$ cat src/rtl/core/tpi_pkg.sv
// ----------------------------------------------------------------------------
// Trapezoid polynomial integrator package
// Shared widths, request codes, sequencer types and the Horner step helper.
// ----------------------------------------------------------------------------
package tpi_pkg;

  // Default number of coefficient table entries.
  localparam int unsigned COEF_DEPTH_DEF = 16;

  // Field widths.
  localparam int unsigned DATA_W = 32;
  localparam int unsigned DEG_W  = 4;
  localparam int unsigned IDX_W  = 4;
  localparam int unsigned STEP_W = 16;
  localparam int unsigned AREA_W = 47;

  // Twice the trapezoid sum is held exactly in this many bits.
  localparam int unsigned SUM_W  = 51;

  // Shared multiplier operand and product widths.
  localparam int unsigned MUL_W  = 33;
  localparam int unsigned PROD_W = 2 * MUL_W;

  // Horner step intermediate: floor(product / 2^16) plus a coefficient.
  localparam int unsigned HSUM_W = 49;

  // Largest representable area.
  localparam logic [AREA_W-1:0] AREA_MAX = {AREA_W{1'b1}};

  // Request codes.
  localparam logic REQ_LOAD = 1'b0;
  localparam logic REQ_RUN  = 1'b1;

  // Sequencer states.
  typedef enum logic [3:0] {
    ST_IDLE,
    ST_DIV_START,
    ST_DIV_WAIT,
    ST_PT_START,
    ST_PT_INIT,
    ST_PT_MUL,
    ST_PT_ADD,
    ST_PT_ACC,
    ST_FIN_ABS,
    ST_FIN_HI,
    ST_FIN_LO,
    ST_FIN_OUT
  } state_e;

  // Which sample point is being evaluated.
  typedef enum logic [1:0] {
    PT_LOWER,
    PT_UPPER,
    PT_INNER
  } point_e;

  // Result of one Horner multiply-add.
  typedef struct packed {
    logic [DATA_W-1:0] value;
    logic              sat;
  } horner_t;

  // acc = sat32(floor(prod / 2^16) + coef). The product of two 32-bit signed
  // values fits 64 bits, so bits 63:16 are the floored quotient.
  function automatic horner_t horner_step(input logic [PROD_W-1:0] prod,
                                          input logic [DATA_W-1:0] coef);
    logic signed [HSUM_W-1:0] sum;
    horner_t                  res;
    sum = signed'({prod[63], prod[63:16]}) +
          signed'({{(HSUM_W-DATA_W){coef[DATA_W-1]}}, coef});
    if ((&sum[HSUM_W-1:DATA_W-1]) || !(|sum[HSUM_W-1:DATA_W-1])) begin
      res.value = sum[DATA_W-1:0];
      res.sat   = 1'b0;
    end else if (sum[HSUM_W-1]) begin
      res.value = {1'b1, {(DATA_W-1){1'b0}}};
      res.sat   = 1'b1;
    end else begin
      res.value = {1'b0, {(DATA_W-1){1'b1}}};
      res.sat   = 1'b1;
    end
    return res;
  endfunction

endpackage

$ cat src/rtl/core/tpi_mul.sv
// ----------------------------------------------------------------------------
// Shared multiplier
// Signed multiply with a registered product, used for Horner steps and for
// the final area product.
// ----------------------------------------------------------------------------
module tpi_mul (
  input  logic                               clk_i,
  input  logic signed [tpi_pkg::MUL_W-1:0]   a_i,
  input  logic signed [tpi_pkg::MUL_W-1:0]   b_i,
  output logic        [tpi_pkg::PROD_W-1:0]  prod_o
);

  logic signed [tpi_pkg::PROD_W-1:0] prod_q;

  // One multiplication per cycle, product registered.
  always_ff @(posedge clk_i) begin
    prod_q <= a_i * b_i;
  end

  assign prod_o = prod_q;

endmodule
$ cat config.mk
export PLATFORM = sky130hd
export DESIGN_NAME = tpi_mul
export DESIGN_NICKNAME = d
export VERILOG_FILES = /design/src/rtl/core/tpi_pkg.sv /design/src/rtl/core/tpi_mul.sv
export SDC_FILE = /design/constraint.sdc
export NUM_CORES = 2
export LEC_CHECK = 0
export ABC_AREA = 1
export BUFFER_PORTS_ARGS = -buffer_cell sky130_fd_sc_hd__buf_2
export CAP_MARGIN = 20
export CORE_UTILIZATION = 35
export CTS_CLUSTER_DIAMETER = 120
export DETAILED_ROUTE_END_ITERATION = 7
export GPL_ROUTABILITY_DRIVEN = 0
export PLACE_DENSITY = 0.6
export SLEW_MARGIN = 10
export SYNTH_ARGS = -nofsm -noshare
export SYNTH_HDL_FRONTEND = slang
export SYNTH_SLANG_ARGS = --single-unit
$ cat constraint.sdc
create_clock -name clk_i -period 10.25 [get_ports clk_i]
set_input_delay 1.025 -clock clk_i [delete_from_list [all_inputs] [get_ports clk_i]]
set_output_delay 1.025 -clock clk_i [all_outputs]
set_load 0.02 [all_outputs]
## After elaboration in Yosys (flattened, before gate mapping)

Cells that the tools add are included.

- Register bits after elaboration: 66
- Bits in latches: 0
- Memories: 0
- Output and inout bits: 66
- Bits in read-only memories: 0
- RAM bits: 0

- Divide/modulo/power cells: 0
- Mux-type cells: 0
- Multiply operators: 1
- Add/sub/neg operators: 0
- Bitwise gates (word level): 0
- Equality and inequality tests: 0
- Shifts and indexed selects: 0
- $lt $le $gt $ge: 0
- Reductions and logical operators: 0

Operators with widths:

| operator | number |
|---|---|
| $mul A33 B33 Y66 | 1 |

## Logic depth before layout (Yosys ltp)

- Depth in word-level cells: 1
- Gate-level depth with buffers: 34

## Worst setup path after synthesis

OpenSTA, ideal clock, no wires.

- Path type: input port to flip-flop
- Start point: in a_i[32] in the netlist's numbering
- End point: reg prod_q, in the netlist prod_o[60]
- Library setup time: 0.113 ns
- Arrival time: 7.668 ns
- Stages on the path: 23
- Data required time: 10.137 ns
- Path buffers: 2
- Setup slack: 2.469 ns
- Cell sequence: clkbuf_1 clkbuf_1 nand2_1 inv_1 fa_1 fa_1 fa_1 fa_1 inv_1 fa_1 fa_1 fa_1 fa_1 inv_1 ha_1 nand2_1 nor2_1 inv_1 nor3_1 nand2_1 and2_0 nand4_1 nand2_1

- Longest elaborated chain between the ends: 1

RTL lines:

| element | RTL line | source |
|---|---|---|
| start, declared | tpi_mul.sv:8 | `input logic signed [tpi_pkg::MUL_W-1:0] a_i,` |
| $mul A33 B33 Y66 | tpi_mul.sv:17 | `prod_q <= a_i * b_i;` |
| end signal, assigned | tpi_mul.sv:17 |  |
| end, declared | tpi_mul.sv:13 | `logic signed [tpi_pkg::PROD_W-1:0] prod_q;` |

Every way passes these cells.

## Worst setup path after layout

- Start point: in a_i[32] in the netlist's numbering
- End point: reg prod_q, in the netlist prod_o[57]

The elaborated chain is that of the path after synthesis.

==> results.yml <==
timing:
  finalSetupViolCount: 0
  max_freq_ghz: 0.119
  rsz0062_at_grt: "false"
  finalHoldViolCount: 0
  finalSetupTns_ns: 0
  slew_headroom_pct: 28.8
  tightest_slew_ns: 1.07
  slew_violations: 0
  min_period_ns: 8.42
  fin_crit_sh_pct: 82.1
floorplan:
  core_area_sq_um: 122000
  io_pins: 133
  start_util_pct: 35.4
  die_area_sq_um: 125000
  die_h_microns: 353
  num_rows: 128
  dieWidth_microns: 353
clock_tree:
  cts-hold-fix-buffers: 0
  cts_resized: 0
  clk_pin_slew_worst_paths_ns: 0.06
  numCtsBuffers: 9
  htreeDepth: 3
  cts_sinks: 66
  cts_max_path_buffers: 2
  post_cts.repair.setup_buffers: 0
  cts_tree: "built"
  clock-root-buffer: "clkbuf_16"
grt:
  grt_first_pass_wirelength_microns: 199000
  grt_use_total_pct: 20.3
  grt_overflow: 0
  grt_max_degree: 35
  antenna_found_initial: 9
  first_global_vias: 36114
  busiest_layer: "met2"
  gr-usage-met2_pct: 36.2
  use_met3_pct: 1.99
  use_met1_pct: 26.3
placement:
  place_hpwl_microns: 103000
  placed_cells: 7058
  io_buffers: 132
synthesis:
  ys_warn_count: 0
  ys_ff_latch: 66
  syn_area_sq_um: 43200
  postSynthNetCount: 6972
  synth-seq-area-share_pct: 3.06
  netlist_instances: 5543
  avgSynthCellArea_sq_um: 7.79
  yosysUniqueCellTypes: 35
detailed_routing:
  vias_per_cell: 4.60
  routed_wl_microns: 121000
  drtIter0Drc: 2501
  wl_per_cell_microns: 17.1
  detailroute.via_count: 32582
  drtAntennaViolNets: 0
  first_pass_iters: 6
  drc: 0
final_layout:
  nets: 6874
  areaGrowthSynthToFinish_pct: 5.20
  fill_cells: 12789
  largest_reg_flops: 66
  stdcell_count: 7077
  layout-drive-gt1-share_pct: 4.26
flow_run:
  cap_viol_max_count: 0
critical_path:
  worstSetupPathType: "input port to flip-flop"
  worstPathArrival_ns: 8.65
  cp_max_fo: 33
  start_kind: "input port"
  end_kind: "flip-flop"
  cp.required_ns: 10.48
status:
  status: "completed"
hold_path:
  worstHoldPathType: "input port to flip-flop"
-- cells in the mapped netlist --
cell	n	area share, %
a21boi_0	1	0.017
a21o_1	2	0.035
a21oi_1	61	0.71
a21oi_2	4	0.081
and2_0	1	0.014
and2_1	2	0.029
buf_1	1	0.0087
clkbuf_1	262	2.3
dfxtp_1	66	3.1
fa_1	1145	53
ha_1	217	6.3
inv_1	1894	16
inv_2	1	0.0087
nand2_1	1517	13
nand2_2	17	0.25
nand3_1	70	0.81
nand3_2	8	0.19
nand3b_1	3	0.052
nand4_1	19	0.28
nor2_1	131	1.1
nor2_2	20	0.29
nor2_4	3	0.078
nor3_1	7	0.081
nor3_2	1	0.023
nor4_1	4	0.058
nor4_2	1	0.029
o21a_1	1	0.017
o21ai_0	19	0.22
o21ai_1	3	0.035
o21ai_2	1	0.020
o21bai_1	14	0.24
or2_1	1	0.014
or2_2	5	0.072
xnor2_1	4	0.081
xor2_1	37	0.75
-- stage by stage --
stage | util [%] | hold slack, ns | worst slack (ns) | cell area (sq um)
after floorplan | - | 1.29 | 2.47 | 43200
after global placement | 36.9 | 1.44 | 1.52 | 45100
after detailed placement | 36.9 | 1.44 | 1.40 | 45100
after CTS | 37.2 | 1.43 | 1.75 | 45400
after global routing | 37.2 | 1.43 | 1.29 | 45400
final | 37.2 | 1.40 | 1.83 | 45400
-- per-layer routing --
| metal | up-vias | routed length (microns) |
|---|---|---|
| li1 | 14790 | - |
| met1 | 16598 | 50200 |
| met2 | 1002 | 60900 |
| met3 | 178 | 7030 |
| met4 | 14 | 2910 |
| met5 | - | 95 |
-- cell type report --
cell class | instances | area, sq um | share of cell area (%)
Clock inverter | 7 | 124 | 0.273
Inverter | 1895 | 7110 | 15.7
Multi-Input combinational cell | 3319 | 33800 | 74.3
Sequential cell | 66 | 1320 | 2.91
Tap cell | 1625 | 2030 | 4.48
Antenna cell | 2 | 5.00 | 0.0110
Timing Repair Buffer | 154 | 846 | 1.86
Clock buffer | 9 | 225 | 0.496
-- cells by family after synthesis --
family / synth area share (%)
buffers and inverters: 18.8
and+or+nand+nor: 16.6
adders and majority gates: 59.4
AOI/OAI and AO/OA: 1.38
DFF: 3.06
xor gates and xnor gates: 0.832
-- worst max-delay path, stage by stage --
cell and delay, ns:
buf_2 0.58, nand2_1 0.20, inv_1 0.19, fa_1 0.50, fa_1 0.62, fa_1 0.68
fa_1 1.22, fa_1 0.58, fa_1 0.50, fa_1 0.49, inv_1 0.05, fa_1 0.47
inv_1 0.04, ha_1 0.39, nand2_1 0.13, nor2_1 0.23, nand3_1 0.18, nor2_1 0.21
o21ai_0 0.16, nand4_1 0.11, nand2_1 0.05
-- cell usage in the layout (no fill, tap or decap), types with 3 or more instances in the layout --
cell type and n:
a21oi_1 61, a21oi_2 4, buf_2 132, buf_4 20
bufinv_16 3, clkbuf_16 9, dfxtp_1 66, fa_1 1145
ha_1 217, inv_1 1893, inv_6 3, nand2_1 1517
nand2_2 17, nand3_1 70, nand3_2 8, nand3b_1 3
nand4_1 19, nor2_1 131, nor2_2 20, nor2_4 3
nor3_1 7, nor4_1 4, o21ai_0 19, o21ai_1 3
o21bai_1 14, or2_2 5, xnor2_1 4, xor2_1 37
-- final timing paths --
check / startpoint / end / slack [ns] / cells after the start
worst max-delay path: a_i[32] / prod_o[57]$_DFF_P_ / 1.83 / 21
worst min-delay path: b_i[0] / prod_o[0]$_DFF_P_ / 1.40 / 3
Power is left out: the tool's default activity adds up to more than one toggle a clock period on the data nets, which glitch-free logic cannot reach.
