==> src/rtl/core/tpi_pkg.sv <==
// ----------------------------------------------------------------------------
// Trapezoid polynomial integrator package
// Shared widths, request codes, sequencer types and the Horner step helper.
// ----------------------------------------------------------------------------
package tpi_pkg;

  // Default number of coefficient table entries.
  localparam int unsigned COEF_DEPTH_DEF = 16;

  // Field widths.
  localparam int unsigned DATA_W = 32;
  localparam int unsigned DEG_W  = 4;
  localparam int unsigned IDX_W  = 4;
  localparam int unsigned STEP_W = 16;
  localparam int unsigned AREA_W = 47;

  // Twice the trapezoid sum is held exactly in this many bits.
  localparam int unsigned SUM_W  = 51;

  // Shared multiplier operand and product widths.
  localparam int unsigned MUL_W  = 33;
  localparam int unsigned PROD_W = 2 * MUL_W;

  // Horner step intermediate: floor(product / 2^16) plus a coefficient.
  localparam int unsigned HSUM_W = 49;

  // Largest representable area.
  localparam logic [AREA_W-1:0] AREA_MAX = {AREA_W{1'b1}};

  // Request codes.
  localparam logic REQ_LOAD = 1'b0;
  localparam logic REQ_RUN  = 1'b1;

  // Sequencer states.
  typedef enum logic [3:0] {
    ST_IDLE,
    ST_DIV_START,
    ST_DIV_WAIT,
    ST_PT_START,
    ST_PT_INIT,
    ST_PT_MUL,
    ST_PT_ADD,
    ST_PT_ACC,
    ST_FIN_ABS,
    ST_FIN_HI,
    ST_FIN_LO,
    ST_FIN_OUT
  } state_e;

  // Which sample point is being evaluated.
  typedef enum logic [1:0] {
    PT_LOWER,
    PT_UPPER,
    PT_INNER
  } point_e;

  // Result of one Horner multiply-add.
  typedef struct packed {
    logic [DATA_W-1:0] value;
    logic              sat;
  } horner_t;

  // acc = sat32(floor(prod / 2^16) + coef). The product of two 32-bit signed
  // values fits 64 bits, so bits 63:16 are the floored quotient.
  function automatic horner_t horner_step(input logic [PROD_W-1:0] prod,
                                          input logic [DATA_W-1:0] coef);
    logic signed [HSUM_W-1:0] sum;
    horner_t                  res;
    sum = signed'({prod[63], prod[63:16]}) +
          signed'({{(HSUM_W-DATA_W){coef[DATA_W-1]}}, coef});
    if ((&sum[HSUM_W-1:DATA_W-1]) || !(|sum[HSUM_W-1:DATA_W-1])) begin
      res.value = sum[DATA_W-1:0];
      res.sat   = 1'b0;
    end else if (sum[HSUM_W-1]) begin
      res.value = {1'b1, {(DATA_W-1){1'b0}}};
      res.sat   = 1'b1;
    end else begin
      res.value = {1'b0, {(DATA_W-1){1'b1}}};
      res.sat   = 1'b1;
    end
    return res;
  endfunction

endpackage

==> src/rtl/core/tpi_divider.sv <==
// ----------------------------------------------------------------------------
// Restoring divider
// Unsigned division, one quotient bit per cycle, for the step width.
// ----------------------------------------------------------------------------
module tpi_divider #(
  parameter int NUM_W = tpi_pkg::DATA_W,
  parameter int DEN_W = tpi_pkg::STEP_W
) (
  input  logic             clk_i,
  input  logic             rst_ni,
  input  logic             start_i,
  input  logic [NUM_W-1:0] num_i,
  input  logic [DEN_W-1:0] den_i,
  output logic             busy_o,
  output logic [NUM_W-1:0] quo_o
);

  localparam int CNT_W = $clog2(NUM_W + 1);

  logic [CNT_W-1:0] cnt_q;
  logic [NUM_W-1:0] quo_q;
  logic [DEN_W-1:0] rem_q;
  logic [DEN_W-1:0] den_q;
  logic [DEN_W:0]   trial;
  logic [DEN_W:0]   diff;
  logic             fits;

  // Shift in the next dividend bit and try to subtract the divisor.
  assign trial = {rem_q, quo_q[NUM_W-1]};
  assign diff  = trial - {1'b0, den_q};
  assign fits  = trial >= {1'b0, den_q};

  // Iteration counter.
  always_ff @(posedge clk_i or negedge rst_ni) begin
    if (!rst_ni) begin
      cnt_q <= '0;
    end else if (start_i) begin
      cnt_q <= CNT_W'(NUM_W);
    end else if (cnt_q != '0) begin
      cnt_q <= cnt_q - 1'b1;
    end
  end

  // Partial remainder and quotient shift register.
  always_ff @(posedge clk_i) begin
    if (start_i) begin
      quo_q <= num_i;
      rem_q <= '0;
      den_q <= den_i;
    end else if (cnt_q != '0) begin
      quo_q <= {quo_q[NUM_W-2:0], fits};
      rem_q <= fits ? diff[DEN_W-1:0] : trial[DEN_W-1:0];
    end
  end

  assign busy_o = cnt_q != '0;
  assign quo_o  = quo_q;

endmodule

==> config.mk <==
export PLATFORM = sky130hd
export DESIGN_NAME = tpi_divider
export DESIGN_NICKNAME = d
export VERILOG_FILES = /design/src/rtl/core/tpi_pkg.sv /design/src/rtl/core/tpi_divider.sv
export SDC_FILE = /design/constraint.sdc
export NUM_CORES = 1
export LEC_CHECK = 0
export BUFFER_PORTS_ARGS = -buffer_cell sky130_fd_sc_hd__buf_2
export CORE_MARGIN = 2
export CORE_UTILIZATION = 49
export CTS_CLUSTER_SIZE = 12
export DETAILED_ROUTE_END_ITERATION = 6
export PLACE_DENSITY = 0.76
export SETUP_SLACK_MARGIN = 0.3
export SYNTH_ARGS = -nofsm -noshare
export SYNTH_HDL_FRONTEND = slang
export SYNTH_SLANG_ARGS = --single-unit
export TNS_END_PERCENT = 50
==> constraint.sdc <==
create_clock -name clk_i -period 2.19 [get_ports clk_i]
set_input_delay 0.438 -clock clk_i [delete_from_list [all_inputs] [get_ports clk_i]]
set_output_delay 0.438 -clock clk_i [all_outputs]
set_load 0.01 [all_outputs]
## Word-level counts from Yosys, hierarchy flattened

Cells that the tools add are included.
W data, S select, Z words.

| word-level totals | value |
|---|---|
| memories | 0 |
| output and inout port bits | 33 |
| register bits after elaboration | 70 |
| latch bits | 0 |
| logic and storage cells | 14 |
| input port bits | 51 |
| bits in read-only memories | 0 |
| bits in writable memories | 0 |

| operators by class | value |
|---|---|
| divide/modulo/power cells | 0 |
| magnitude comparators | 1 |
| $mul | 0 |
| reduce and logical (&&, ||, !) cells | 2 |
| shifts and indexed selects | 0 |
| muxes and demuxes | 5 |
| bitwise gates (word level) | 0 |
| add/subtract/negate cells | 2 |
| equal/unequal tests | 0 |

Operators by type and width:

| kind | count |
|---|---|
| $mux W32 | 2 |
| $ge A17 B16 Y1 | 1 |
| $mux W16 | 1 |
| $sub A16 B16 Y16 | 1 |
| $mux W6 | 2 |
| $reduce_bool A6 Y1 | 1 |
| $sub A6 B1 Y6 const B | 1 |
| $reduce_bool A2 Y1 | 1 |

## Depth between registers and ports, before layout

| depth | value |
|---|---|
| depth in word-level cells | 3 |
| depth in mapped cells | 11 |
| mapped depth without buffers | 10 |

## Worst setup path before layout

OpenSTA, ideal clock, no wires.

| path | value |
|---|---|
| kind | flip-flop to flip-flop |
| start point | register cnt_q[0] |
| end point | register quo_q[0], in the netlist quo_o[0] (enable) |
| arrival time | 1.812 ns |
| setup slack | -0.099 ns |
| period minus slack after synthesis | 2.289 ns |
| path buffers | 1 |
| setup time | 0.478 ns |
| required time | 1.712 ns |
| cell stages (with the launch flop) | 7 |
| cells stage by stage | dfrtp_1 inv_1 ha_1 nand2_1 nor3_1 clkbuf_1 nand2_1 |

| on the way | value |
|---|---|
| longest elaborated chain between the ends | 2 |

Ends and longest elaborated chain:

| element | line | source |
|---|---|---|
| from (decl) | tpi_divider.sv:20 | `logic [CNT_W-1:0] cnt_q;` |
| from (signal assigned) | tpi_divider.sv:38 | `cnt_q <= CNT_W'(NUM_W);` |
| from (signal assigned) | tpi_divider.sv:40 | `cnt_q <= cnt_q - 1'b1;` |
| $reduce_bool A6 Y1 | tpi_divider.sv:50 | `end else if (cnt_q != '0) begin` |
| $reduce_bool A2 Y1 (no source line) | -- |  |
| to (signal assigned) | tpi_divider.sv:47 | `quo_q <= num_i;` |
| to (signal assigned) | tpi_divider.sv:51 | `quo_q <= {quo_q[NUM_W-2:0], fits};` |
| to (decl) | tpi_divider.sv:21 | `logic [NUM_W-1:0] quo_q;` |

No other way between the ends.
A chain may end at the register's enable or synchronous reset.

## Final worst setup path

| path | value |
|---|---|
| start point | register den_q[1] |
| end point | register rem_q[5] |

| on the way | value |
|---|---|
| longest elaborated chain between the ends | 2 |
| elaborated cells between the ends (all ways) | 3 |
| those cells by class | add/sub: 1; order compare: 1; mux: 1 |

Ends and longest elaborated chain:

| element | line | source |
|---|---|---|
| from (decl) | tpi_divider.sv:23 | `logic [DEN_W-1:0] den_q;` |
| from (signal assigned) | tpi_divider.sv:49 | `den_q <= den_i;` |
| $sub A16 B16 Y16 or $ge A17 B16 Y1 (tied branches) | tpi_divider.sv:30, tpi_divider.sv:31 |  |
| $mux W16 * | tpi_divider.sv:52 | `rem_q <= fits ? diff[DEN_W-1:0] : trial[DEN_W-1:0];` |
| to (signal assigned) | tpi_divider.sv:52 |  |
| to (decl) | tpi_divider.sv:22 | `logic [DEN_W-1:0] rem_q;` |

Every way passes the cells marked *; elsewhere a longest branch is shown, timed or not.

==> impl_metrics.env <==
export IMPL_slew_headroom_pct=70.1
export IMPL_die_area_mm2=0.00838
export IMPL_drive_gt1_share_pct=50.3
export IMPL_hold_path_startpoint="den_i[0]"
export IMPL_critPathSlowestCell="a2111oi_2"
export IMPL_fin_skew_ps=8.40
export IMPL_hold_path_end="den_q[0]"
export IMPL_yosysWarnings=0
export IMPL_cp_arrival_ps=2610
export IMPL_setup_slack_ps=-150
export IMPL_crit_buf_inv=3
export IMPL_wl_um=9400
export IMPL_nets=547
export IMPL_finalCritPeriodShare_pct=107
export IMPL_slew_violations=0
export IMPL_io_buffers=83
export IMPL_ys_flop_type="edfxtp_1"
export IMPL_clockBufferDepth=2
export IMPL_async_flop_share_pct=8.57
export IMPL_first_iter_violations=258
export IMPL_track_usage_pct=23.2
export IMPL_cp_top_family="compound AO/OA/AOI/OAI gates"
export IMPL_hp_class="in2reg"
export IMPL_fmax_mhz=427
export IMPL_antennaDiodeCount=0
export IMPL_cts_made_buffers=9
export IMPL_clk_latency_ps=360
export IMPL_r2r_end="rem_q[5]"
export IMPL_num_io_pins=84
export IMPL_setup_tns_ps=-1440
export IMPL_synth_area_mm2=0.00375
export IMPL_crit_type="reg2reg"
export IMPL_routedWlPerCell_um=16.1
export IMPL_drt_vias_per_instance=5.38
export IMPL_place_congestion=0.901
export IMPL_peakVddDrop_mv=0.559
export IMPL_grt_overflow_total=0
export IMPL_clock_root_buffer="clkbuf_8"
export IMPL_crit_required_ps=2460
export IMPL_cp_cell_sequence="inv_2, ha_4, nor2b_4, o211ai_1, buf_4, a31oi_4, a2111oi_2, buf_4, a21oi_1, a211oi_1"
export IMPL_vias=3129
export IMPL_htreeDepth=3
export IMPL_leakagePower_nw=2.23
export IMPL_hold_viol_final=0
export IMPL_cpPeakStageDelay_ps=440
export IMPL_synth_edf_count=48
export IMPL_initial_utilization_pct=51.2
export IMPL_min_period_ps=2340
export IMPL_grt_max_degree=69
export IMPL_rr_startpoint="den_q[1]"
export IMPL_synth_area_per_cell_um2=11.3
export IMPL_rows=31
export IMPL_worstPathMaxFanout=3
export IMPL_ant_nets=0
export IMPL_status="finished, violations left"
export IMPL_maxCapViolations=0
export IMPL_hold_slack_ps=247
export IMPL_antenna_found_initial=0
export IMPL_die_h_um=91.5
export IMPL_grt_setup_unrepaired="yes"
export IMPL_cts_tree="built"
export IMPL_cts_sinks=70
export IMPL_cp_end_kind="flip-flop"
export IMPL_ff2ff_setup_slack_ps=-150
export IMPL_crit_path_start_kind="flip-flop"
export IMPL_setup_viol=15
export IMPL_ys_seq_elements=70
export IMPL_core_mm2=0.00733
export IMPL_violations="negative setup slack"
export IMPL_die_w_um=91.5
export IMPL_fill_cells=535
export IMPL_drc=0
export IMPL_syn_num_nets=401
export IMPL_whs_path_depth=1
export IMPL_clk_pin_slew_ps=80
export IMPL_yosys_cell_types_count=53
export IMPL_cellPowerDensity_mw_per_mm2=981
export IMPL_place_hpwl_um=6380
export IMPL_synthCells=332
export IMPL_crit_path_frequent_cell="buf_4"
export IMPL_grt_pass1_wl_um=15300
export IMPL_reg2reg_depth=10
export IMPL_grt_pass1_vias=3247
export IMPL_synth_seq_area_share_pct=50.9
export IMPL_tightest_slew_ps=447
export IMPL_drt_pass1_iterations=4
export IMPL_area_delta_synth_final_pct=38.5
[layout by cell type, fill, tap and decap left out, types with 2 or more instances in the layout]
cell / count
mux2_2: 31
a211oi_2: 2
o21ai_1: 3
edfxtp_1: 48
o21a_1: 2
nand3b_1: 2
dfrtp_1: 6
o21ai_0: 10
nand3_1: 8
nand2b_1: 2
ha_1: 8
nor2_2: 2
and2_1: 2
o21ai_2: 4
a211oi_1: 10
buf_2: 82
nand2_1: 16
buf_4: 58
clkbuf_8: 9
inv_1: 20
o211ai_1: 3
buf_6: 6
nand4_1: 5
nand2_4: 2
dfxtp_1: 15
inv_6: 3
mux2_4: 2
a21oi_2: 5
inv_2: 5
ha_4: 9
nor2_1: 28
mux2i_1: 10
a21oi_1: 15
xnor2_1: 11
clkinvlp_4: 2
a31oi_1: 2
[cells by family after synthesis]
logic type | after synthesis | synth area share [%]
adder cells (fa/ha/maj) | 18 | 6.20
XOR/XNOR | 12 | 2.80
flip-flops | 70 | 50.9
AO/OA/AOI/OAI | 74 | 13.9
buffers and inverters | 38 | 4.07
multiplexers | 43 | 12.7
AND/OR/NAND/NOR | 77 | 9.47
[worst max-delay path by stage]
stage / cells after the start / slack [ps] / start / to
2_1_floorplan: 9 / 3 / den_q[1] / rem_q[0]
3_3_place_gp: 10 / -230 / den_q[12] / rem_q[5]
3_5_place_dp: 10 / -290 / den_q[1] / rem_q[5]
4_1_cts: 9 / -120 / den_q[0] / rem_q[8]
5_1_grt: 9 / -260 / den_q[0] / rem_q[14]
6_report: 10 / -150 / den_q[1] / rem_q[5]
[cells in the mapped netlist (3+ instances only)]
library cell	number	share of area, %
a211oi_1	11	2.2
a21oi_1	20	2.7
a31oi_1	3	0.50
clkbuf_1	9	0.90
dfrtp_1	6	4.0
dfxtp_1	16	8.5
edfxtp_1	48	38
ha_1	17	5.7
inv_1	25	2.5
mux2_2	32	9.6
mux2i_1	10	2.7
nand2_1	18	1.8
nand2b_1	3	0.50
nand3_1	8	1.1
nand4_1	5	0.83
nor2_1	30	3.0
o211ai_1	3	0.60
o21ai_0	15	2.0
xnor2_1	11	2.6
[per-layer routing]
metal	routed length [um]	vias to the layer above	track usage, %
met5	0	-	0
met4	243	0	11.0
met3	653	20	5.98
met2	4530	116	37.3
met1	3970	1471	29.2
li1	-	1522	-
[area by class of cell]
cell class                 instances  area (um^2)  share of cell area, %
inverter                          25         93.8                   1.80
clock inverter                     7         55.1                   1.06
timing repair buffer             148          943                   18.1
multi-input combinational        224         1950                   37.4
clock buffer                       9          124                   2.38
sequential                        70         1910                   36.8
tap                               99          124                   2.38
[report_power, final]
group / internal (mW) / total (mW) / switching, mW
sequential: 1.73 / 1.93 / 0.195
clock: 0.422 / 0.978 / 0.556
combinational: 1.10 / 2.19 / 1.10
[timing repair]
| action | in CTS | in global routing |
|---|---|---|
| gates resized for setup | 44 | 4 |
| endpoints found under the setup margin | 37 | 18 |
| pin swaps | 36 | 6 |
| hold buffers | 1 | 0 |
| buffers inserted | 9 | 0 |
| hold endpoints to repair | 6 | 0 |
[flip-flops by register name, summed over array words and instances (netlist names)]
signal / count
quo_o: 32
den_q: 16
rem_q: 16
cnt_q: 6
[metrics by stage]
step	std cells	setup slack, ps	total power, mW	instance area [um^2]	utilization (%)
after detailed placement	556	-293	3.79	4710	64.2
after global routing	582	-261	5.40	5200	70.9
after CTS	582	-120	5.06	5180	70.6
after global placement	556	-229	3.74	4710	64.2
final	582	-150	5.10	5200	70.9
after floorplan	332	2.99	3.05	3810	-
Note: power is estimated with default switching activity, not from simulation.
