$ cat config.mk
export PLATFORM = sky130hd
export DESIGN_NAME = tpi_coef_mem
export DESIGN_NICKNAME = d
export VERILOG_FILES = /design/src/rtl/core/tpi_pkg.sv /design/src/rtl/core/tpi_coef_mem.sv
export SDC_FILE = /design/constraint.sdc
export NUM_CORES = 1
export LEC_CHECK = 0
export ABC_AREA = 1
export CORE_ASPECT_RATIO = 1.2
export CORE_UTILIZATION = 60
export CTS_CLUSTER_DIAMETER = 60
export CTS_CLUSTER_SIZE = 25
export DETAILED_ROUTE_END_ITERATION = 7
export DONT_BUFFER_PORTS = 1
export GPL_ROUTABILITY_DRIVEN = 0
export GPL_TIMING_DRIVEN = 1
export PLACE_DENSITY_LB_ADDON = 0.08
export SLEW_MARGIN = 20
export SYNTH_ARGS = -nofsm -noshare
export SYNTH_HDL_FRONTEND = slang
export SYNTH_SLANG_ARGS = --single-unit
$ cat constraint.sdc
create_clock -name clk_i -period 1.5 [get_ports clk_i]
set_clock_uncertainty 0.2 [all_clocks]
set_input_delay 0.3 -clock clk_i [delete_from_list [all_inputs] [get_ports clk_i]]
set_output_delay 0.3 -clock clk_i [all_outputs]
set_load 0.05 [all_outputs]
$ cat src/rtl/core/tpi_pkg.sv
// ----------------------------------------------------------------------------
// Trapezoid polynomial integrator package
// Shared widths, request codes, sequencer types and the Horner step helper.
// ----------------------------------------------------------------------------
package tpi_pkg;

  // Default number of coefficient table entries.
  localparam int unsigned COEF_DEPTH_DEF = 16;

  // Field widths.
  localparam int unsigned DATA_W = 32;
  localparam int unsigned DEG_W  = 4;
  localparam int unsigned IDX_W  = 4;
  localparam int unsigned STEP_W = 16;
  localparam int unsigned AREA_W = 47;

  // Twice the trapezoid sum is held exactly in this many bits.
  localparam int unsigned SUM_W  = 51;

  // Shared multiplier operand and product widths.
  localparam int unsigned MUL_W  = 33;
  localparam int unsigned PROD_W = 2 * MUL_W;

  // Horner step intermediate: floor(product / 2^16) plus a coefficient.
  localparam int unsigned HSUM_W = 49;

  // Largest representable area.
  localparam logic [AREA_W-1:0] AREA_MAX = {AREA_W{1'b1}};

  // Request codes.
  localparam logic REQ_LOAD = 1'b0;
  localparam logic REQ_RUN  = 1'b1;

  // Sequencer states.
  typedef enum logic [3:0] {
    ST_IDLE,
    ST_DIV_START,
    ST_DIV_WAIT,
    ST_PT_START,
    ST_PT_INIT,
    ST_PT_MUL,
    ST_PT_ADD,
    ST_PT_ACC,
    ST_FIN_ABS,
    ST_FIN_HI,
    ST_FIN_LO,
    ST_FIN_OUT
  } state_e;

  // Which sample point is being evaluated.
  typedef enum logic [1:0] {
    PT_LOWER,
    PT_UPPER,
    PT_INNER
  } point_e;

  // Result of one Horner multiply-add.
  typedef struct packed {
    logic [DATA_W-1:0] value;
    logic              sat;
  } horner_t;

  // acc = sat32(floor(prod / 2^16) + coef). The product of two 32-bit signed
  // values fits 64 bits, so bits 63:16 are the floored quotient.
  function automatic horner_t horner_step(input logic [PROD_W-1:0] prod,
                                          input logic [DATA_W-1:0] coef);
    logic signed [HSUM_W-1:0] sum;
    horner_t                  res;
    sum = signed'({prod[63], prod[63:16]}) +
          signed'({{(HSUM_W-DATA_W){coef[DATA_W-1]}}, coef});
    if ((&sum[HSUM_W-1:DATA_W-1]) || !(|sum[HSUM_W-1:DATA_W-1])) begin
      res.value = sum[DATA_W-1:0];
      res.sat   = 1'b0;
    end else if (sum[HSUM_W-1]) begin
      res.value = {1'b1, {(DATA_W-1){1'b0}}};
      res.sat   = 1'b1;
    end else begin
      res.value = {1'b0, {(DATA_W-1){1'b1}}};
      res.sat   = 1'b1;
    end
    return res;
  endfunction

endpackage

$ cat src/rtl/core/tpi_coef_mem.sv
// ----------------------------------------------------------------------------
// Coefficient table
// One write port and one registered read port; entries never written read
// as zero through per-entry valid bits cleared by reset.
// ----------------------------------------------------------------------------
module tpi_coef_mem #(
  parameter int DEPTH = tpi_pkg::COEF_DEPTH_DEF,
  localparam int AW = $clog2(DEPTH)
) (
  input  logic                      clk_i,
  input  logic                      rst_ni,
  input  logic                      we_i,
  input  logic [AW-1:0]             waddr_i,
  input  logic [tpi_pkg::DATA_W-1:0] wdata_i,
  input  logic [AW-1:0]             raddr_i,
  output logic [tpi_pkg::DATA_W-1:0] rdata_o
);

  logic [tpi_pkg::DATA_W-1:0] mem_q [DEPTH];
  logic [DEPTH-1:0]           valid_q;
  logic [tpi_pkg::DATA_W-1:0] rdata_q;

  // Storage array write.
  always_ff @(posedge clk_i) begin
    if (we_i) begin
      mem_q[waddr_i] <= wdata_i;
    end
  end

  // Valid bits mark entries written since reset.
  always_ff @(posedge clk_i or negedge rst_ni) begin
    if (!rst_ni) begin
      valid_q <= '0;
    end else if (we_i) begin
      valid_q[waddr_i] <= 1'b1;
    end
  end

  // Registered read; an unwritten entry reads as zero through its valid bit.
  always_ff @(posedge clk_i) begin
    rdata_q <= valid_q[raddr_i] ? mem_q[raddr_i] : '0;
  end

  assign rdata_o = rdata_q;

endmodule

* Word level (Yosys, flattened, before mapping)
Memories as Yosys holds them, arrays and structs flattened. A register that Yosys moved wholly into a read port is not among the register bits.
Cells that the tools add are included.
** Cells by class
- Reductions and logical operators :: 2
- Bitwise logic cells :: 1
- Multiplexer cells :: 6
- Magnitude comparators :: 3
** Operators by type and width (count)
- $or 16x16->16 :: 1
- $lt 4x5->1 const B :: 2
- $bmux 1 s4 :: 1
- $demux 1 s4 :: 1
- $ge 4x1->1 const B :: 1
- $mux 1 :: 4
- $logic_and 1x1->1 :: 1
- $logic_not 1->1 :: 1
** Storage, ports and cells
- Bits of input ports :: 43
- Logic and storage cells :: 14
- Bits in writable memories :: 512
- Output and inout bits :: 32
- Flip-flop bits (word level) :: 16
- Memories kept :: 1
** Memories
- mem_q :: words 16, bits a word 32, rd ports 1, clocked after memory_dff 1, wr ports 1, RTL line tpi_coef_mem.sv:19 : logic [tpi_pkg::DATA_W-1:0] mem_q [DEPTH];

* Longest topological paths before layout
Gate-level depths: netlist of run 1.
- Word-level depth :: 5
- Depth in mapped cells :: 11

* Least setup slack after synthesis of run 1
OpenSTA, ideal clock, no wires.
- Kind :: input -> register
- Start point :: input port waddr_i[2]
- End point :: memory mem_q[10][0] in the netlist's numbering (enable)
- Arrival time :: 1.910 ns
- Setup slack :: -1.031 ns
- Library setup time :: 0.421 ns
- Stages on the path :: 3
- Buffers on the path :: 0
- Path through :: inv_1 nand3_1 nor2_1
** RTL lines
- start: declaration :: RTL line tpi_coef_mem.sv:13 : input logic [AW-1:0] waddr_i,
- end: declaration :: RTL line tpi_coef_mem.sv:19
Straight into the memory's write port.

* Final worst setup path of run 1
- Start point :: register valid_q[9]
- End point :: register rdata_q (netlist bit rdata_o[5]), read port of mem_q
** Between the ends
- Word-level cells in the longest chain between the ends :: 3
** Ends and longest elaborated chain
- start: declaration :: RTL line tpi_coef_mem.sv:20 : logic [DEPTH-1:0] valid_q;
- start signal: assignment :: RTL line tpi_coef_mem.sv:33 : valid_q <= '0;
- start signal: indexed assignment :: RTL line tpi_coef_mem.sv:35 : valid_q[waddr_i] <= 1'b1;
- $bmux 1 s4 :: RTL line tpi_coef_mem.sv:41 : rdata_q <= valid_q[raddr_i] ? mem_q[raddr_i] : '0;
- $mux 1 (not written as such) :: RTL line tpi_coef_mem.sv:41
- $logic_not 1->1 (no line)
- end: declaration :: RTL line tpi_coef_mem.sv:21 : logic [tpi_pkg::DATA_W-1:0] rdata_q;
No other way between the ends. The select of a mux whose other input is x is not followed.
A chain may end at the register's enable or synchronous reset.

==> results of run 1 <==
where the power goes:
group | internal [mW] | total, mW | switching, mW | leakage [nW]
sequential | 17.4 | 17.8 | 0.400 | 5.05
clock | 4.94 | 10.4 | 5.45 | 0.570
combinational | 0.817 | 2.25 | 1.43 | 6.01
cells in the mapped netlist:
cell / count
buf_1: 17
buf_2: 53
buf_4: 12
clkbuf_1: 29
dfrtp_1: 16
dfxtp_1: 32
edfxtp_1: 512
inv_1: 438
inv_2: 1
nand2_1: 727
nand3_1: 400
nor2_1: 18
o21ai_0: 16
flip-flops by register name, summed over array words and instances, names as in the netlist:
| name | flops |
|---|---|
| rdata_o | 32 |
| valid_q | 16 |
| mem_q | 512 |
worst max path at each step:
stage | from | cells after the start | slack (ns) | endpoint
after floorplan | waddr_i[2] | 4 | -0.15 | mem_q[6][0]
after global placement | raddr_i[1] | 8 | -0.12 | rdata_o[30]
after detailed placement | raddr_i[1] | 8 | -0.14 | rdata_o[30]
after CTS | rdata_o[7] | 1 | -0.08 | rdata_o[7]
after global routing | valid_q[8] | 9 | -0.11 | rdata_o[5]
final | valid_q[9] | 9 | -0.07 | rdata_o[5]
layer usage:
| metal | up-vias | part of all wire |
|---|---|---|
| met4 | 0 | 0.033 |
| met5 | - | 0 |
| met1 | 7498 | 0.40 |
| li1 | 7368 | - |
| met3 | 122 | 0.071 |
| met2 | 578 | 0.50 |
worst min-delay path: stages:
cell     delay [ns]
nand3_1        0.08
nand3_1        0.08
nand2_1        0.06
nand2_2        0.06
inv_1          0.03
cell type report:
cell class / instances / share of cell area
well taps: 526 / 0.0242
clock buffers: 37 / 0.0341
diodes: 1 / 0.0000921
repair buffers: 128 / 0.0638
inverters: 439 / 0.0618
flip-flops and latches: 560 / 0.608
multi-input cells: 1161 / 0.198
clock inverters: 24 / 0.00981
what timing repair did:
action / 4_1_cts / 5_1_grt
pin swaps: 0 / 5
endpoints found under the hold margin: 576 / 36
gates resized for setup: 69 / 108
endpoints found under the setup margin: 32 / 141
cloned: 0 / 3
hold buffers: 44 / 1
cell families after synthesis:
logic type / after synthesis / synth area share
flip-flops: 560 / 0.699
AO/OA/AOI/OAI: 16 / 0.00341
AND/OR/NAND/NOR: 1145 / 0.204
buffers and inverters: 550 / 0.0927
==> impl_metrics.toml, run 1 <==
[final_layout]
layout_commonest_cell = "nand2_1"
final_util = 0.703
fin_cells = 2876
final_cell_mix = "685 x nand2_1, 512 x edfxtp_1, 401 x inv_1, 387 x nand3_1, 44 x buf_12"
drive_above_1_share = 0.123
layout.area.seq_mm2 = 0.0165
final_area_mm2 = 0.0272
layout-area-overhead-vs-synth_pct = 15.7
nets = 2368
multiInputGateArea_mm2 = 0.00537
fillers = 2673

[critical_path]
cp-end-kind = "flop"
crit_fanout = 8
max_stage_delay_ns = 0.37
path_cells = "inv_1 > nand2_1 > nand3_1 > nand3_2 > nand3_4 > nand2_8 > clkbuf_16 > nand2_1 > inv_1"
startpoint_type = "flop"
worstSetupPathType = "flop to flop"
cp_slowest_cell = "dfrtp_1"
timing.rr.start = "valid_q[9]"
r2r_cells = 9
critPathTopFamily = "simple AND/OR/NAND/NOR gates"
arrival_ns = 1.82
required_ns = 1.75
reg2reg_slack_ns = -0.07
crit_buf_inv = 3
reg2reg_to = "rdata_o[5]"

[detailed_routing]
final_antenna_net_count = 0
wl_um = 56000
first_pass_iters = 6
num_vias = 15600
drt_iter0_drc = 1521
post_drt_wl_per_cell_um = 19.5
drc_errors = 0
routed_via_density = 5.41

[placed_design]
placed_cell_area_mm2 = 0.0250
dp_hpwl_um = 29600
numPlacedInstances = 2766
post-place-ws_ns = -0.136
port_buffers = 0

[clock_tree]
cts-root-buf = "clkbuf_16"
cts_tree = "done"
insertion_delay_ns = 0.55
clockBufferDepth = 3
cts_inserted_buffers = 35
cts_setup_buffers = 0
htree_levels = 2
cts.clk_slew.worst_paths_ns = 0.09
clock_sinks = 560

[grt]
grt_pass1_wl_um = 84900
gr-max-usage-layer = "met2"
grt_pass1_vias = 15100
use_met2 = 0.487
antenna_found_initial = 1
grt_max_degree = 266
grt_util_all_layers = 0.286
use_met3 = 0.0415
use_met1 = 0.374
overflow = 0

[synth]
synth.avg_cell_area_um2 = 10.3
synth_cells = 2271
synth_top_area_share = 0.655
synthesis.area_mm2 = 0.0235
ys_ff_latch = 560
yosysTopAreaCell = "edfxtp_1"
yosysSeqAreaShare = 0.699
ys_types = 13
synth_area_leaders = "edfxtp_1 66%, nand2_1 12%, nand3_1 8.5%"
syn_nets = 2314
ys_warn_count = 0

[die]
die_y_um = 219
rows = 79
ios = 75
initial_core_util = 0.607
fp.dieW_um = 183
fp.coreArea_mm2 = 0.0386
dieArea_mm2 = 0.0399

[timing]
rsz0062_at_grt = "yes"
setup_ws_ns = -0.0721
clock.fmax_ghz = 0.636
final-max-slew-violation-count = 0
fin_crit_ns = 1.57
setup-tns-final_ns = -1.32
max-slew-margin-rel = 0.500
finalHoldViolCount = 23
final-setup-viol-count = 43
whs_ns = -0.112
worstMarginPinSlew_ns = 0.747
fin_crit_sh = 1.05

[pwr]
ir_worst_vdd_mv = 1.38
p_leak_nw = 11.6
p_total_mw = 30.5
p_per_area_mw_per_mm2 = 1120

[min_path]
min_to = "rdata_o[12]"
hold_path_class = "input port to flop"
holdPathStages = 5
hp-start = "raddr_i[2]"

[run_status]
status = "finished, violations left"
violations = "negative hold slack, negative setup slack"

[job]
drv_cap = 0
(Power assumes the default switching activity.)
==> run 2, diff against run 1 <==
==> constraint.sdc (replaced) <==
create_clock -name clk_i -period 1.5 [get_ports clk_i]
set_clock_uncertainty 0.2 [all_clocks]
set_input_delay 0.075 -clock clk_i [delete_from_list [all_inputs] [get_ports clk_i]]
set_output_delay 0.075 -clock clk_i [all_outputs]
set_load 0.05 [all_outputs]
==> run 2 against run 1 <==
The run still ends with negative hold slack, negative setup slack left. Sequential share of layout area grew 0.75 points. Cell area shrank 1.8%. Final cell count about the same. Register-to-register slack about the same. Total power shrank 1.4%. Clock power hardly changed. Die area is the same. First-iteration DRC count shrank 1.2%. Critical path type unchanged. Largest cell class unchanged.
==> impl_metrics.toml, run 2 (synthesis gave the netlist of run 1 again) <==
[run_status]
status = "finished, violations left"
violations = "negative hold slack, negative setup slack"

[timing]
finalHoldViolCount = 34
clock.fmax_ghz = 0.638
whs_ns = -0.362
final-setup-viol-count = 31
final-max-slew-violation-count = 0
fin_crit_ns = 1.57
worstMarginPinSlew_ns = 0.793
setup_ws_ns = -0.0675
rsz0062_at_grt = "yes"
max-slew-margin-rel = 0.470
fin_crit_sh = 1.05

[final_layout]
largest-register = "mem_q"
fin_cells = 2875
layout-area-overhead-vs-synth_pct = 13.7
drive_above_1_share = 0.0903
fillers = 2805
final_util = 0.690
final_cell_mix = "708 x nand2_1, 512 x edfxtp_1, 418 x inv_1, 389 x nand3_1, 48 x dlygate4sd3_1"
nets = 2364
layout_commonest_cell = "nand2_1"
largest_reg_flops = 512

[clock_tree]
cts-root-buf = "clkbuf_16"
cts.clk_slew.worst_paths_ns = 0.09
ctsHoldBuffers = 51
insertion_delay_ns = 0.56
cts_tree = "done"
clock_sinks = 560
htree_levels = 2
cts_inserted_buffers = 35
clockBufferDepth = 3

[detailed_routing]
drt_iter0_drc = 1503
num_vias = 15500
first_pass_iters = 5
wl_um = 55800
wl_met1_um = 22700
final_antenna_net_count = 0
dr_wl_met3_um = 3890
top_layer = "met4"
wl_met2_um = 27400
drc_errors = 0
routed_via_density = 5.39
post_drt_wl_per_cell_um = 19.4

[die]
ios = 75
dieArea_mm2 = 0.0399
initial_core_util = 0.607
rows = 79
fp.dieW_um = 183
die_y_um = 219
fp.coreArea_mm2 = 0.0386

[critical_path]
cp_slowest_cell = "dfrtp_1"
cp-end-kind = "flop"
critPathTopFamily = "simple AND/OR/NAND/NOR gates"
path_cells = "inv_1 > nand2_1 > nand3_2 > nand3_2 > nand3_4 > nand2_8 > clkbuf_16 > nand2_2 > inv_2"
startpoint = "valid_q[11]"
required_ns = 1.75
worstSetupPathType = "flop to flop"
arrival_ns = 1.82
max_stage_delay_ns = 0.36
crit_top_cell = "nand3_2"
startpoint_type = "flop"
crit_buf_inv = 3
crit_fanout = 6
timing.rr.start = "valid_q[11]"

[placed_design]
numPlacedInstances = 2754
dp_hpwl_um = 28700
port_buffers = 0

[job]
drv_cap = 0

[pwr]
p_per_area_mw_per_mm2 = 1130
p_leak_nw = 11.5
ir_worst_vdd_mv = 1.67

[grt]
overflow = 0
grt_pass1_vias = 15100
grt_pass1_wl_um = 85200
grt_max_degree = 266
grt_util_all_layers = 0.283
antenna_found_initial = 1

[min_path]
hold_path_class = "input port to flop"
hp-start = "raddr_i[2]"
## run 2: final timing paths
kind                       cells past startpoint           to  slack, ns
hold reg to reg                                2  valid_q[11]       0.27
min in group asynchronous                      2  valid_q[12]       0.40
max in group asynchronous                      2  valid_q[14]       0.18
hold / removal                                 5   rdata_o[9]      -0.36
setup / recovery                               9   rdata_o[6]      -0.07
setup reg to reg                               9   rdata_o[6]      -0.07
## run 2: layer usage
metal / GRT usage / vias up
li1: - / 7362
met1: 0.378 / 7457
met2: 0.481 / 571
met3: 0.0390 / 102
met4: 0.0941 / 0
met5: 0 / -
## run 2: cell type report
type                       instances  area [um^2]  area share
antenna                            2         5.00    0.000188
clock buffer                      37          926      0.0347
clock inverter                    26          234     0.00877
inverter                         439         1660      0.0621
multi-input combinational       1161         5160       0.194
sequential                       560        16400       0.616
tap                              526          658      0.0247
timing repair buffer             124         1600      0.0601
## run 2: per-stage QoR
step	total power [mW]	instance area [um^2]	worst slack, ns	hold slack [ns]	TNS [ns]
global placement	19.7	24700	0.0150	-0.419	0
detailed placement	19.8	24700	0.0146	-0.419	0
floorplan	19.4	23500	-0.324	-0.421	-141.89
finish	30.0	26700	-0.0675	-0.362	-0.878
global route	31.0	26700	-0.107	-0.332	-2.36
CTS	30.1	26400	0.000202	-0.393	0
## run 2: worst reg2reg max path, stage by stage, from the launching register on
cell and delay [ns]:
dfrtp_1 0.36, inv_1 0.07, nand2_1 0.08, nand3_2 0.11
nand3_2 0.11, nand3_4 0.11, nand2_8 0.11, clkbuf_16 0.21
nand2_2 0.07, inv_2 0.03
## run 2: power by group
part,total [mW],internal [mW],switching (mW),leakage (nW)
sequential,17.9,17.4,0.461,5.03
combinational,2.00,0.710,1.29,5.89
clock,10.2,4.74,5.44,0.570
## run 2: repair_timing
| item | CTS | global route |
|---|---|---|
| gates resized for setup | 8 | 64 |
| gates cloned | 0 | 3 |
| buffers inserted | 0 | 2 |
| pin swaps | 0 | 11 |
| endpoints found under the setup margin | 8 | 40 |
| hold endpoints to repair | 1002 | 32 |
==> run 3, diff against run 2 <==
--- a/config.mk
+++ b/config.mk
@@ -5,7 +5,6 @@
 export SDC_FILE = /design/constraint.sdc
 export NUM_CORES = 1
 export LEC_CHECK = 0
-export ABC_AREA = 1
 export CORE_ASPECT_RATIO = 1.2
 export CORE_UTILIZATION = 60
 export CTS_CLUSTER_DIAMETER = 60
@@ -13,7 +12,7 @@
 export DETAILED_ROUTE_END_ITERATION = 7
 export DONT_BUFFER_PORTS = 1
 export GPL_ROUTABILITY_DRIVEN = 0
-export GPL_TIMING_DRIVEN = 1
+export GPL_TIMING_DRIVEN = 0
 export PLACE_DENSITY_LB_ADDON = 0.08
 export SLEW_MARGIN = 20
 export SYNTH_ARGS = -nofsm -noshare
==> run 3 against run 2 <==
The flow still finishes with violations (negative hold slack, negative setup slack). Final cell count fell by 49%. Cell area fell by 12%. Flip-flop and latch count did not move. Core utilization rose by 1.1 points.
==> impl_metrics.toml, run 3 <==
[final_layout]
final_util = 0.701
drive_above_1_share = 0.336
nets = 1025
largest_reg_flops = 512
layout-area-overhead-vs-synth_pct = 14.0
final_cell_mix = "512 x edfxtp_1, 132 x mux4_2, 64 x a22oi_1, 38 x dlygate4sd3_1"
layout_commonest_cell = "edfxtp_1"
largest-register = "mem_q"

[synth]
ys_ff_latch = 560
yosys.area_share.simple = 0.0119
synth-async-reset-ratio = 0.0286
yosys-mux-area-fraction = 0.145
synth_cells = 882
syn_nets = 925
yosysMostFrequentCell = "edfxtp_1"
synth_area_leaders = "edfxtp_1 75%, mux4_2 14%, dfxtp_1 3.1%"
synth_compound_area_frac = 0.0320
synth.avg_cell_area_um2 = 23.3
synthFlopType = "edfxtp_1"
ys_types = 23
post_synth_fa_ha_maj_area_fraction = 0
synth_xor_area_frac = 0
synth_edf_count = 512
synth_top_area_share = 0.747
ys_warn_count = 0
yosysSeqAreaShare = 0.798
ys_top_cells_by_count = "512 x edfxtp_1, 132 x mux4_2, 64 x a22oi_1, 32 x a21oi_1, 32 x dfxtp_1"
synth_top_family_by_area = "multiplexers"
synthesis.area_mm2 = 0.0206
yosysTopAreaCell = "edfxtp_1"

[timing]
setup-tns-final_ns = -18.16
whs_ns = -0.499
worstMarginPinSlew_ns = 0.913
clock.fmax_ghz = 0.516
fin_crit_sh = 1.29
finalHoldViolCount = 321
setup_ws_ns = -0.438
final-max-slew-violation-count = 0
final-setup-viol-count = 62
rsz0062_at_grt = "yes"
max-slew-margin-rel = 0.391
fin_crit_ns = 1.94

[critical_path]
startpoint_type = "flop"
worstSetupPathType = "flop to flop"
required_ns = 1.77
cp-end-kind = "flop"
crit_fanout = 10
arrival_ns = 2.21

[detailed_routing]
post_drt_wl_per_cell_um = 29.6
top_layer = "met4"
dr_wl_met3_um = 3170
drt_iter0_drc = 1011
final_antenna_net_count = 0
first_pass_iters = 5
drc_errors = 0
wl_um = 43200
num_vias = 9412
wl_met1_um = 16600
routed_via_density = 6.46
wl_met2_um = 22400

[placed_design]
port_buffers = 0
dp_hpwl_um = 27200
post-place-ws_ns = -0.954

[die]
die_y_um = 205
dieArea_mm2 = 0.0350
rows = 73
ios = 75
fp.coreArea_mm2 = 0.0334
fp.dieW_um = 171
initial_core_util = 0.615

[run_status]
violations = "negative hold slack, negative setup slack"
status = "finished, violations left"

[clock_tree]
clock_sinks = 560
insertion_delay_ns = 0.60
clockBufferDepth = 3
cts.clk_slew.worst_paths_ns = 0.09
cts-root-buf = "clkbuf_16"
htree_levels = 1
cts_inserted_buffers = 30
cts_tree = "done"

[pwr]
p_total_mw = 29.0
p_leak_nw = 7.25
p_per_area_mw_per_mm2 = 1240
ir_worst_vdd_mv = 1.16

[grt]
antenna_found_initial = 2
grt_util_all_layers = 0.261
grt_pass1_vias = 9994
overflow = 0
grt_max_degree = 27
grt_pass1_wl_um = 63800

[job]
drv_cap = 0

[min_path]
hold_path_class = "input port to flop"
-- run 3: changes by cell type in the layout (fill, tap and decap cells not counted), moves of 33 or more --
| cell | delta |
|---|---|
| inv_1 | -418 |
| nand2_1 | -707 |
| buf_12 | -33 |
| nand3_1 | -389 |
| mux4_2 | +132 |
| a22oi_1 | +64 |
-- run 3: worst paths after layout --
kind | startpoint | endpoint | slack (ns) | cells past startpoint
worst max-delay path | valid_q[12] | rdata_o[12] | -0.44 | 6
worst min-delay path | waddr_i[1] | mem_q[0][31] | -0.50 | 1
worst max register to register | valid_q[12] | rdata_o[12] | -0.44 | 6
worst min register to register | valid_q[0] | valid_q[0] | 0.27 | 1
max in group asynchronous | rst_ni | valid_q[8] | 0.29 | 2
min in group asynchronous | rst_ni | valid_q[0] | 0.34 | 2
-- run 3: area by class of cell --
type / instances / area, um^2
antenna: 1 / 2.50
buffer: 48 / 312
clock buffer: 40 / 810
clock inverter: 16 / 146
fill: 2038 / 9980
multi-input combinational: 274 / 4160
sequential: 560 / 16500
tap: 450 / 563
timing repair buffer: 68 / 1000
-- run 3: timing repair --
action / in CTS / in global routing
resized for setup: 40 / 0
pin swaps: 2 / 0
endpoints found under the hold margin: 895 / 353
hold buffers: 39 / 1
buffers inserted: 4 / 0
setup endpoints to repair: 72 / 94
gates cloned: 0 / 0
-- run 3: cell families (layout without fill, tap and decap cells) --
family,Yosys count,count (layout)
muxes,132,132
AOI/OAI and AO/OA,98,98
DFF,560,560
other,0,1
and+or+nand+nor,44,44
buffers and inverters,48,172
-- run 3: power by group --
part / switching [mW] / total (mW) / internal (mW)
logic: 1.08 / 1.95 / 0.868
clock network: 4.93 / 8.91 / 3.98
registers: 0.624 / 18.2 / 17.5
-- run 3: through the flow --
stage | cells | area [um^2]
floorplan | 882 | 20800
global placement | 1332 | 21400
detailed placement | 1358 | 22000
CTS | 1457 | 23500
global route | 1457 | 23400
finish | 1457 | 23400
-- run 3: critical path: stages (launching register included) --
cell and delay [ns]:
dfrtp_1 0.39, mux4_2 0.46, a22o_1 0.27, nor2_4 0.13
buf_12 0.14, buf_12 0.15, a21oi_2 0.07
-- run 3: per-layer routing --
| metal | global-route usage | up-vias |
|---|---|---|
| met5 | 0 | - |
| met3 | 0.0412 | 76 |
| li1 | - | 3934 |
| met4 | 0.0708 | 0 |
| met1 | 0.356 | 5004 |
| met2 | 0.443 | 398 |
